==> config.mk <==
export PLATFORM = sky130hd
export DESIGN_NAME = rpn_stack_calculator_unit
export DESIGN_NICKNAME = d
export VERILOG_FILES = /design/src/rpn_pkg.sv /design/src/rpn_ctrl.sv /design/src/rpn_div.sv /design/src/rpn_dp.sv /design/src/rpn_stack_calculator_unit.sv
export SDC_FILE = /design/constraint.sdc
export NUM_CORES = 2
export LEC_CHECK = 0
export BUFFER_PORTS_ARGS = -buffer_cell sky130_fd_sc_hd__buf_2
export CORE_ASPECT_RATIO = 1.1
export CORE_MARGIN = 4
export CORE_UTILIZATION = 43
export CTS_BUF_LIST = sky130_fd_sc_hd__clkbuf_8
export CTS_CLUSTER_DIAMETER = 200
export DETAILED_ROUTE_END_ITERATION = 10
export PLACE_DENSITY = 0.59
export RECOVER_POWER = 100
export SETUP_SLACK_MARGIN = 0.05
export SYNTH_ARGS = -nofsm -noshare
export SYNTH_HDL_FRONTEND = slang
export SYNTH_SLANG_ARGS = --single-unit
==> constraint.sdc <==
create_clock -name clk -period 18.6 [get_ports clk]
set_clock_uncertainty 0.05 [all_clocks]
set_input_delay 0 -clock clk [delete_from_list [all_inputs] [get_ports clk]]
set_output_delay 0 -clock clk [all_outputs]
set_load 0.02 [all_outputs]
==> src/rpn_pkg.sv <==
package rpn_pkg;

  localparam int STACK_DEPTH = 16;
  localparam int PTR_W       = $clog2(STACK_DEPTH);
  localparam int CNT_W       = $clog2(STACK_DEPTH + 1);
  localparam int WORD_W      = 32;
  localparam int DEPTH_OUT_W = 5;
  localparam int DEXT_W      = CNT_W + DEPTH_OUT_W;
  localparam int DIV_CNT_W   = $clog2(WORD_W);

  typedef logic [2:0]        func_t;
  typedef logic [1:0]        err_t;
  typedef logic [WORD_W-1:0] word_t;

  localparam func_t FN_PUSH = 3'd0;
  localparam func_t FN_ADD  = 3'd1;
  localparam func_t FN_SUB  = 3'd2;
  localparam func_t FN_MUL  = 3'd3;
  localparam func_t FN_DIV  = 3'd4;

  localparam err_t ERR_NONE      = 2'd0;
  localparam err_t ERR_OVERFLOW  = 2'd1;
  localparam err_t ERR_UNDERFLOW = 2'd2;
  localparam err_t ERR_DIVZERO   = 2'd3;

  typedef struct packed {
    logic load_tok;
    logic push;
    logic set_err;
    err_t err_code;
    logic alu_load;
    logic div_start;
    logic div_load;
    logic commit;
    logic out_load;
  } rpn_cmd_t;

  typedef struct packed {
    logic err_nz;
    logic fn_push;
    logic fn_op;
    logic fn_div;
    logic full;
    logic under;
    logic divisor_zero;
    logic div_done;
  } rpn_sts_t;

endpackage

==> src/rpn_ctrl.sv <==
module rpn_ctrl (
  input  logic              clk,
  input  logic              rst_n,
  input  logic              in_valid,
  output logic              in_ready,
  output logic              out_valid,
  input  logic              out_ready,
  input  rpn_pkg::rpn_sts_t sts,
  output rpn_pkg::rpn_cmd_t cmd
);
  import rpn_pkg::*;

  localparam logic [2:0] S_IDLE    = 3'd0;
  localparam logic [2:0] S_DECODE  = 3'd1;
  localparam logic [2:0] S_OPERAND = 3'd2;
  localparam logic [2:0] S_DIVIDE  = 3'd3;
  localparam logic [2:0] S_COMMIT  = 3'd4;
  localparam logic [2:0] S_RESULT  = 3'd5;

  logic [2:0] state_r, state_nxt;
  logic       out_valid_r, out_valid_nxt;

  assign out_valid = out_valid_r;

  always_comb begin
    state_nxt = state_r;
    cmd       = '0;
    in_ready  = 1'b0;
    unique case (state_r)
      S_IDLE: begin
        in_ready = 1'b1;
        if (in_valid) begin
          cmd.load_tok = 1'b1;
          state_nxt    = S_DECODE;
        end
      end
      S_DECODE: begin
        state_nxt = S_RESULT;
        if (!sts.err_nz) begin
          if (sts.fn_push) begin
            if (sts.full) begin
              cmd.set_err  = 1'b1;
              cmd.err_code = ERR_OVERFLOW;
            end else begin
              cmd.push = 1'b1;
            end
          end else if (sts.fn_op) begin
            if (sts.under) begin
              cmd.set_err  = 1'b1;
              cmd.err_code = ERR_UNDERFLOW;
            end else begin
              state_nxt = S_OPERAND;
            end
          end
        end
      end
      S_OPERAND: begin
        if (sts.fn_div) begin
          if (sts.divisor_zero) begin
            cmd.set_err  = 1'b1;
            cmd.err_code = ERR_DIVZERO;
            state_nxt    = S_RESULT;
          end else begin
            cmd.div_start = 1'b1;
            state_nxt     = S_DIVIDE;
          end
        end else begin
          cmd.alu_load = 1'b1;
          state_nxt    = S_COMMIT;
        end
      end
      S_DIVIDE: begin
        if (sts.div_done) begin
          cmd.div_load = 1'b1;
          state_nxt    = S_COMMIT;
        end
      end
      S_COMMIT: begin
        cmd.commit = 1'b1;
        state_nxt  = S_RESULT;
      end
      S_RESULT: begin
        if (!out_valid_r || out_ready) begin
          cmd.out_load = 1'b1;
          state_nxt    = S_IDLE;
        end
      end
      default: state_nxt = S_IDLE;
    endcase
  end

  always_comb begin
    out_valid_nxt = out_valid_r;
    if (cmd.out_load) begin
      out_valid_nxt = 1'b1;
    end else if (out_ready) begin
      out_valid_nxt = 1'b0;
    end
  end

  always_ff @(posedge clk) begin
    if (!rst_n) begin
      state_r     <= S_IDLE;
      out_valid_r <= 1'b0;
    end else begin
      state_r     <= state_nxt;
      out_valid_r <= out_valid_nxt;
    end
  end

endmodule

==> src/rpn_div.sv <==
module rpn_div (
  input  logic                clk,
  input  logic                rst_n,
  input  logic                start,
  input  rpn_pkg::word_t      dividend,
  input  rpn_pkg::word_t      divisor,
  output logic                done,
  output rpn_pkg::word_t      quotient
);
  import rpn_pkg::*;

  word_t                quo_r, quo_nxt;
  word_t                rem_r, rem_nxt;
  word_t                dsr_r;
  logic                 neg_r;
  logic                 busy_r, busy_nxt;
  logic                 done_r;
  logic [DIV_CNT_W-1:0] cnt_r;
  logic [WORD_W:0]      shifted;
  logic [WORD_W:0]      diff;
  word_t                a_abs, b_abs;

  assign a_abs = dividend[WORD_W-1] ? (~dividend + WORD_W'(1)) : dividend;
  assign b_abs = divisor[WORD_W-1]  ? (~divisor + WORD_W'(1))  : divisor;

  assign shifted = {rem_r, quo_r[WORD_W-1]};
  assign diff    = shifted - {1'b0, dsr_r};

  always_comb begin
    if (!diff[WORD_W]) begin
      rem_nxt = diff[WORD_W-1:0];
      quo_nxt = {quo_r[WORD_W-2:0], 1'b1};
    end else begin
      rem_nxt = shifted[WORD_W-1:0];
      quo_nxt = {quo_r[WORD_W-2:0], 1'b0};
    end
    busy_nxt = busy_r && (cnt_r != {DIV_CNT_W{1'b1}});
  end

  assign done     = done_r;
  assign quotient = neg_r ? (~quo_r + WORD_W'(1)) : quo_r;

  always_ff @(posedge clk) begin
    if (start) begin
      quo_r <= a_abs;
      rem_r <= '0;
      dsr_r <= b_abs;
      neg_r <= dividend[WORD_W-1] ^ divisor[WORD_W-1];
      cnt_r <= '0;
    end else if (busy_r) begin
      quo_r <= quo_nxt;
      rem_r <= rem_nxt;
      cnt_r <= cnt_r + DIV_CNT_W'(1);
    end
  end

  always_ff @(posedge clk) begin
    if (!rst_n) begin
      busy_r <= 1'b0;
      done_r <= 1'b0;
    end else begin
      busy_r <= start || busy_nxt;
      done_r <= busy_r && !busy_nxt && !start;
    end
  end

endmodule

==> src/rpn_dp.sv <==
module rpn_dp (
  input  logic                              clk,
  input  logic                              rst_n,
  input  rpn_pkg::func_t                    in_func,
  input  logic signed [rpn_pkg::WORD_W-1:0] in_value,
  input  logic                              in_last,
  output logic signed [rpn_pkg::WORD_W-1:0] out_top,
  output logic [rpn_pkg::DEPTH_OUT_W-1:0]   out_depth,
  output rpn_pkg::err_t                     out_status,
  output logic                              out_final_res,
  input  rpn_pkg::rpn_cmd_t                 cmd,
  output rpn_pkg::rpn_sts_t                 sts
);
  import rpn_pkg::*;

  word_t             mem [STACK_DEPTH];
  word_t             rd_data_r;
  word_t             tos_r;
  word_t             res_r;
  func_t             fn_r;
  word_t             val_r;
  logic              last_r;
  logic [CNT_W-1:0]  depth_r, depth_nxt;
  err_t              err_r, err_nxt;
  logic [CNT_W-1:0]  depth_m2;
  logic [PTR_W-1:0]  wr_addr;
  word_t             wr_data;
  logic              wr_en;
  word_t             prod;
  word_t             alu_res;
  word_t             quotient;
  logic              div_done;
  logic [DEXT_W-1:0] depth_ext;

  word_t             top_r;
  logic [DEPTH_OUT_W-1:0] odepth_r;
  err_t              ostatus_r;
  logic              ofinal_r;

  rpn_div u_div (
    .clk      (clk),
    .rst_n    (rst_n),
    .start    (cmd.div_start),
    .dividend (rd_data_r),
    .divisor  (tos_r),
    .done     (div_done),
    .quotient (quotient)
  );

  assign depth_m2 = depth_r - CNT_W'(2);
  assign prod     = rd_data_r * tos_r;

  always_comb begin
    case (fn_r)
      FN_ADD:  alu_res = rd_data_r + tos_r;
      FN_SUB:  alu_res = rd_data_r - tos_r;
      FN_MUL:  alu_res = prod;
      default: alu_res = tos_r;
    endcase
  end

  assign sts.err_nz       = (err_r != ERR_NONE);
  assign sts.fn_push      = (fn_r == FN_PUSH);
  assign sts.fn_op        = fn_r inside {FN_ADD, FN_SUB, FN_MUL, FN_DIV};
  assign sts.fn_div       = (fn_r == FN_DIV);
  assign sts.full         = (depth_r >= CNT_W'(STACK_DEPTH));
  assign sts.under        = (depth_r < CNT_W'(2));
  assign sts.divisor_zero = (tos_r == '0);
  assign sts.div_done     = div_done;

  always_comb begin
    wr_en   = cmd.push || cmd.commit;
    wr_addr = cmd.push ? depth_r[PTR_W-1:0] : depth_m2[PTR_W-1:0];
    wr_data = cmd.push ? val_r : res_r;
  end

  always_ff @(posedge clk) begin
    if (wr_en) begin
      mem[wr_addr] <= wr_data;
    end
    rd_data_r <= mem[depth_m2[PTR_W-1:0]];
  end

  always_ff @(posedge clk) begin
    if (cmd.load_tok) begin
      fn_r   <= in_func;
      val_r  <= in_value;
      last_r <= in_last;
    end
    if (cmd.alu_load) begin
      res_r <= alu_res;
    end else if (cmd.div_load) begin
      res_r <= quotient;
    end
    if (cmd.push) begin
      tos_r <= val_r;
    end else if (cmd.commit) begin
      tos_r <= res_r;
    end
  end

  always_comb begin
    depth_nxt = depth_r;
    err_nxt   = err_r;
    if (cmd.push) begin
      depth_nxt = depth_r + CNT_W'(1);
    end else if (cmd.commit) begin
      depth_nxt = depth_r - CNT_W'(1);
    end
    if (cmd.set_err) begin
      err_nxt = cmd.err_code;
    end
    if (cmd.out_load && last_r) begin
      depth_nxt = '0;
      err_nxt   = ERR_NONE;
    end
  end

  always_ff @(posedge clk) begin
    if (!rst_n) begin
      depth_r <= '0;
      err_r   <= ERR_NONE;
    end else begin
      depth_r <= depth_nxt;
      err_r   <= err_nxt;
    end
  end

  assign depth_ext = DEXT_W'(depth_r);

  always_ff @(posedge clk) begin
    if (cmd.out_load) begin
      top_r     <= (depth_r != '0) ? tos_r : '0;
      odepth_r  <= depth_ext[DEPTH_OUT_W-1:0];
      ostatus_r <= err_r;
      ofinal_r  <= last_r;
    end
  end

  assign out_top       = top_r;
  assign out_depth     = odepth_r;
  assign out_status    = ostatus_r;
  assign out_final_res = ofinal_r;

endmodule

==> src/rpn_stack_calculator_unit.sv <==
// Reverse Polish evaluator over signed 32-bit words, stack of STACK_DEPTH entries.
// Input channel (in_valid/in_ready): one token per transaction; in_func selects
// push, add, subtract, multiply or divide, in_value is the number to push and
// in_last marks the final token of an expression.
// Output channel (out_valid/out_ready): one transaction per token giving the top
// of stack, the depth, the sticky status and the final flag.
// A push, an ignored token, an overflow or an underflow goes from decode straight
// to the output register; a divide by zero is caught in the operand state; add,
// subtract and multiply pass through the ALU and a commit, and divide through the
// 32-step shift-subtract divider and a commit. One token is in flight at a time
// and the controller returns to idle after each token.
// The result is held in an output register; the next token is taken while it
// waits, but a finished token waits in the controller until the receiver frees
// that register, so a stalled receiver backs up the input channel.
// Reset empties the stack and clears the error status; stack memory contents
// are left as they are and never read before being written.
module rpn_stack_calculator_unit (
  input  logic                              clk,
  input  logic                              rst_n,
  input  logic                              in_valid,
  output logic                              in_ready,
  input  logic [2:0]                        in_func,
  input  logic signed [31:0]                in_value,
  input  logic                              in_last,
  output logic                              out_valid,
  input  logic                              out_ready,
  output logic signed [31:0]                out_top,
  output logic [4:0]                        out_depth,
  output logic [1:0]                        out_status,
  output logic                              out_final_res
);
  import rpn_pkg::*;

  rpn_cmd_t cmd;
  rpn_sts_t sts;

  rpn_ctrl u_ctrl (
    .clk       (clk),
    .rst_n     (rst_n),
    .in_valid  (in_valid),
    .in_ready  (in_ready),
    .out_valid (out_valid),
    .out_ready (out_ready),
    .sts       (sts),
    .cmd       (cmd)
  );

  rpn_dp u_dp (
    .clk           (clk),
    .rst_n         (rst_n),
    .in_func       (in_func),
    .in_value      (in_value),
    .in_last       (in_last),
    .out_top       (out_top),
    .out_depth     (out_depth),
    .out_status    (out_status),
    .out_final_res (out_final_res),
    .cmd           (cmd),
    .sts           (sts)
  );

endmodule

==> key figures <==
Worst setup path
  – Critical path required time: 18.64 ns
  – Most frequent CP cell: clkbuf_1
  – Crit path DAT: 11.63 ns
  – Crit. End Element: flip-flop
  – CP max stage delay: 5.45 ns
  – CP max stage cell: clkbuf_1
  – Critical path launch point type: flip-flop
  – Crit path buf inv count: 3
  – Setup CP Type: flip-flop to flip-flop
  – Worst-path fanout max: 92
  – CP top delay family: buffers and inverters
  – CP Cell Sequence: clkbuf_1 -> inv_1 -> ha_1 -> nand2_1 -> nor2_4 -> clkbuf_1

Route
  – Drt drc: 0
  – Drt wl/cell: 23.82 um
  – Routed vias/inst: between 5 and 6
  – Antenna Nets Post-Route: 0
  – Starting DRT DRC Count: 2927
  – Detailed-route via count: 33070
  – WL final: ~140 mm
  – Pre-antenna DRT Iters: 5

Placement
  – Post-DP HPWL: between 90 and 100 mm
  – Port bufs: 81
  – Routability cong.: between 0.9 and 1

Clock tree
  – CTS max path bufs: 3
  – Hold_buf cts: 78
  – Worst-path clk slew: roughly 0.060 ns
  – H-tree levels: 4
  – PostCTS Resize Cnt: 0
  – Clk sink count: 799
  – Worst skew pair latency: 0.83 ns
  – Total setup buffers inserted after CTS: 0
  – Clk root buf: clkbuf_8
  – CTS tree: built
  – Num CTS Buffers: around 140

Global route
  – Tot GR Track Use: 22.86%
  – Initial antenna violation count: 13
  – First-pass GRT wire length: about 220 mm
  – Pin count of the biggest net entering global routing: 95
  – Number of global-route vias before repair: 34120
  – GRT overflow: 0

Timing
  – Final-report setup violation count: 0
  – Final period util: 62.31%
  – RSZ-0062 raised after global routing: false
  – Slew @ Worst Pin: 7.785 ns
  – Slew Viols, Final: 1130
  – Fin Setup TNS: 0 ns
  – Peak Freq: 86.28 MHz
  – Min cycle time layout: 11.59 ns
  – Max transition margin: -419.0%
  – Final hold viol count: 0

Logic synthesis
  – Synthesis warning total: 0
  – Synth Net Count: 4789
  – Mapped cell area: between 50000 and 60000 um^2
  – Number of synthesized flops with an enable pin: about 700
  – Synthesized flop and latch total: around 800
  – Syn Inst Count: 4137
  – Count of different cell masters after synthesis: 75
  – Async SR Flop Fraction: 0%
  – Post-synthesis sequential area ratio: 44.79%
  – Ys flop type: edfxtp_1
  – Mean post-synth cell area: about 13 um^2

Run status
  – Outcome: finished, violations left
  – Failing checks: capacitance limit, slew limit

Final layout
  – Fraction of layout cells with a size suffix above 1: 11.20%
  – Nets@finish: 4952
  – P&R area growth vs syn: 10.87%

Floorplanning
  – Cell row count: 133
  – Core box area: 119500 um^2
  – Initial Util: 43.30%
  – Vert. Die Dim: 371.8 um
  – Die ar.: 125900 um^2
  – Die X: 338.7 um
  – # IOs: 82

Min path
  – HP Class: input port to flip-flop

Job
  – Max cap viols: 31
[cell usage after synthesis (6+ instances only)]
| cell | instances | area, um^2 |
|---|---|---|
| a211oi_1 | 16 | 120.1 |
| a21boi_0 | 8 | 60.06 |
| a21o_1 | 38 | 285.3 |
| a21oi_1 | 138 | 690.7 |
| a221oi_1 | 9 | 78.83 |
| a222oi_1 | 8 | 80.08 |
| a22oi_1 | 10 | 75.07 |
| a31oi_1 | 14 | 87.58 |
| and2_1 | 317 | 1983 |
| and3_1 | 20 | 125.1 |
| buf_1 | 14 | 52.55 |
| buf_2 | 10 | 50.05 |
| clkbuf_1 | 200 | 750.7 |
| dfxtp_1 | 82 | 1642 |
| edfxtp_1 | 717 | 21530 |
| fa_1 | 411 | 8228 |
| ha_1 | 201 | 2515 |
| inv_1 | 447 | 1678 |
| mux2_2 | 35 | 394.1 |
| mux2i_1 | 36 | 360.4 |
| mux4_2 | 160 | 3603 |
| nand2_1 | 381 | 1430 |
| nand2b_1 | 21 | 131.4 |
| nand3_1 | 27 | 135.1 |
| nand3b_1 | 6 | 45.04 |
| nor2_1 | 121 | 454.2 |
| nor2b_1 | 46 | 287.8 |
| nor3_1 | 23 | 115.1 |
| o211ai_1 | 6 | 45.04 |
| o21a_1 | 28 | 210.2 |
| o21ai_0 | 156 | 780.8 |
| o21bai_1 | 7 | 52.55 |
| o31ai_1 | 25 | 187.7 |
| o41ai_1 | 15 | 131.4 |
| or2_2 | 8 | 50.05 |
| or3_1 | 21 | 131.4 |
| or4_1 | 18 | 135.1 |
| xnor2_1 | 150 | 1314 |
| xor2_1 | 104 | 910.9 |
[per-layer routing]
metal | track usage [%] | wire length, um | share of wire (%) | vias to the layer above
met2 | 39.16 | 70170 | 49 | 1165
met3 | 4.047 | 9442 | 6.6 | 245
met5 | 0 | 13 | 0.0091 | -
li1 | - | - | - | 14650
met1 | 29.99 | 58460 | 41 | 17000
met4 | 6.700 | 4096 | 2.9 | 2
[tightest hold or removal path: cells and delay by family]
| family | cells | cell delay, ns |
|---|---|---|
| buf+inv | 2 | 0.63 |
| simple gates | 2 | 0.30 |
[state kept, by name (all words and copies together), names as in the netlist, 32 cells and up]
name,count
u_dp.mem,512
u_dp.out_top,32
u_dp.rd_data_r,32
u_dp.res_r,32
u_dp.tos_r,32
u_dp.u_div.dsr_r,32
u_dp.u_div.quo_r,32
u_dp.u_div.rem_r,32
u_dp.val_r,32
[stage by stage]
step	setup WS, ns	util [%]	hold WS, ns	area [um^2]	std cells
2_1_floorplan	11.22	-	0.04887	51730	4137
3_3_place_gp	10.53	45.26	0.1277	54070	5634
3_5_place_dp	10.53	45.26	0.1281	54070	5634
4_1_cts	10.47	48.19	0.05653	57580	5962
5_1_grt	5.060	47.99	0.1465	57340	5964
6_report	7.010	48.01	0.1100	57360	5970
[layout by cell type, fill, tap and decap left out, drive strengths merged, types with 16 or more instances in the layout]
cell         count
edfxtp         717
inv            501
fa             411
nand2          381
and2           317
clkbuf         221
ha             201
mux4           160
o21ai          156
xnor2          150
a21oi          138
nor2           121
xor2           104
buf            100
dfxtp           82
dlygate4sd3     78
nor2b           46
clkinv          41
a21o            38
mux2i           36
mux2            35
o21a            28
nand3           28
o31ai           27
or4             24
nor3            23
or3             23
nand2b          21
and3            20
a211oi          16
[logic make-up (layout without fill, tap and decap cells)]
kind of cell / count (synthesis) / after routing / synth area share, %
other: 0 / 8 / 0
and+or+nand+nor: 1038 / 1038 / 10.24
DFF: 799 / 799 / 44.79
buffers and inverters: 677 / 950 / 5.033
muxes: 231 / 231 / 8.424
xor gates and xnor gates: 254 / 254 / 4.300
AOI/OAI and AO/OA: 526 / 526 / 6.443
adders and majority gates: 612 / 612 / 20.77
[area by class of cell]
cell class	count	area, um^2
diodes	8	20.02
repair buffers	252	1719
well taps	1552	1942
flip-flops and latches	799	23170
fillers	10800	62120
clock buffers	147	2023
inverters	448	1682
multi-input cells	2661	26100
clock inverters	103	700.7
[final timing paths]
check,from,to,slack (ns),cells past startpoint
min,rst_n,u_dp.depth_r[0],0.11,4
max,u_dp.depth_r[0],u_dp.mem[14][13],7.01,6
max reg2reg,u_dp.depth_r[0],u_dp.mem[14][13],7.01,6
min reg2reg,u_dp.last_r,u_dp.out_final_res,0.43,0
Power is left out: the tool's default activity adds up to more than one toggle a clock period on the data nets, which glitch-free logic cannot reach.
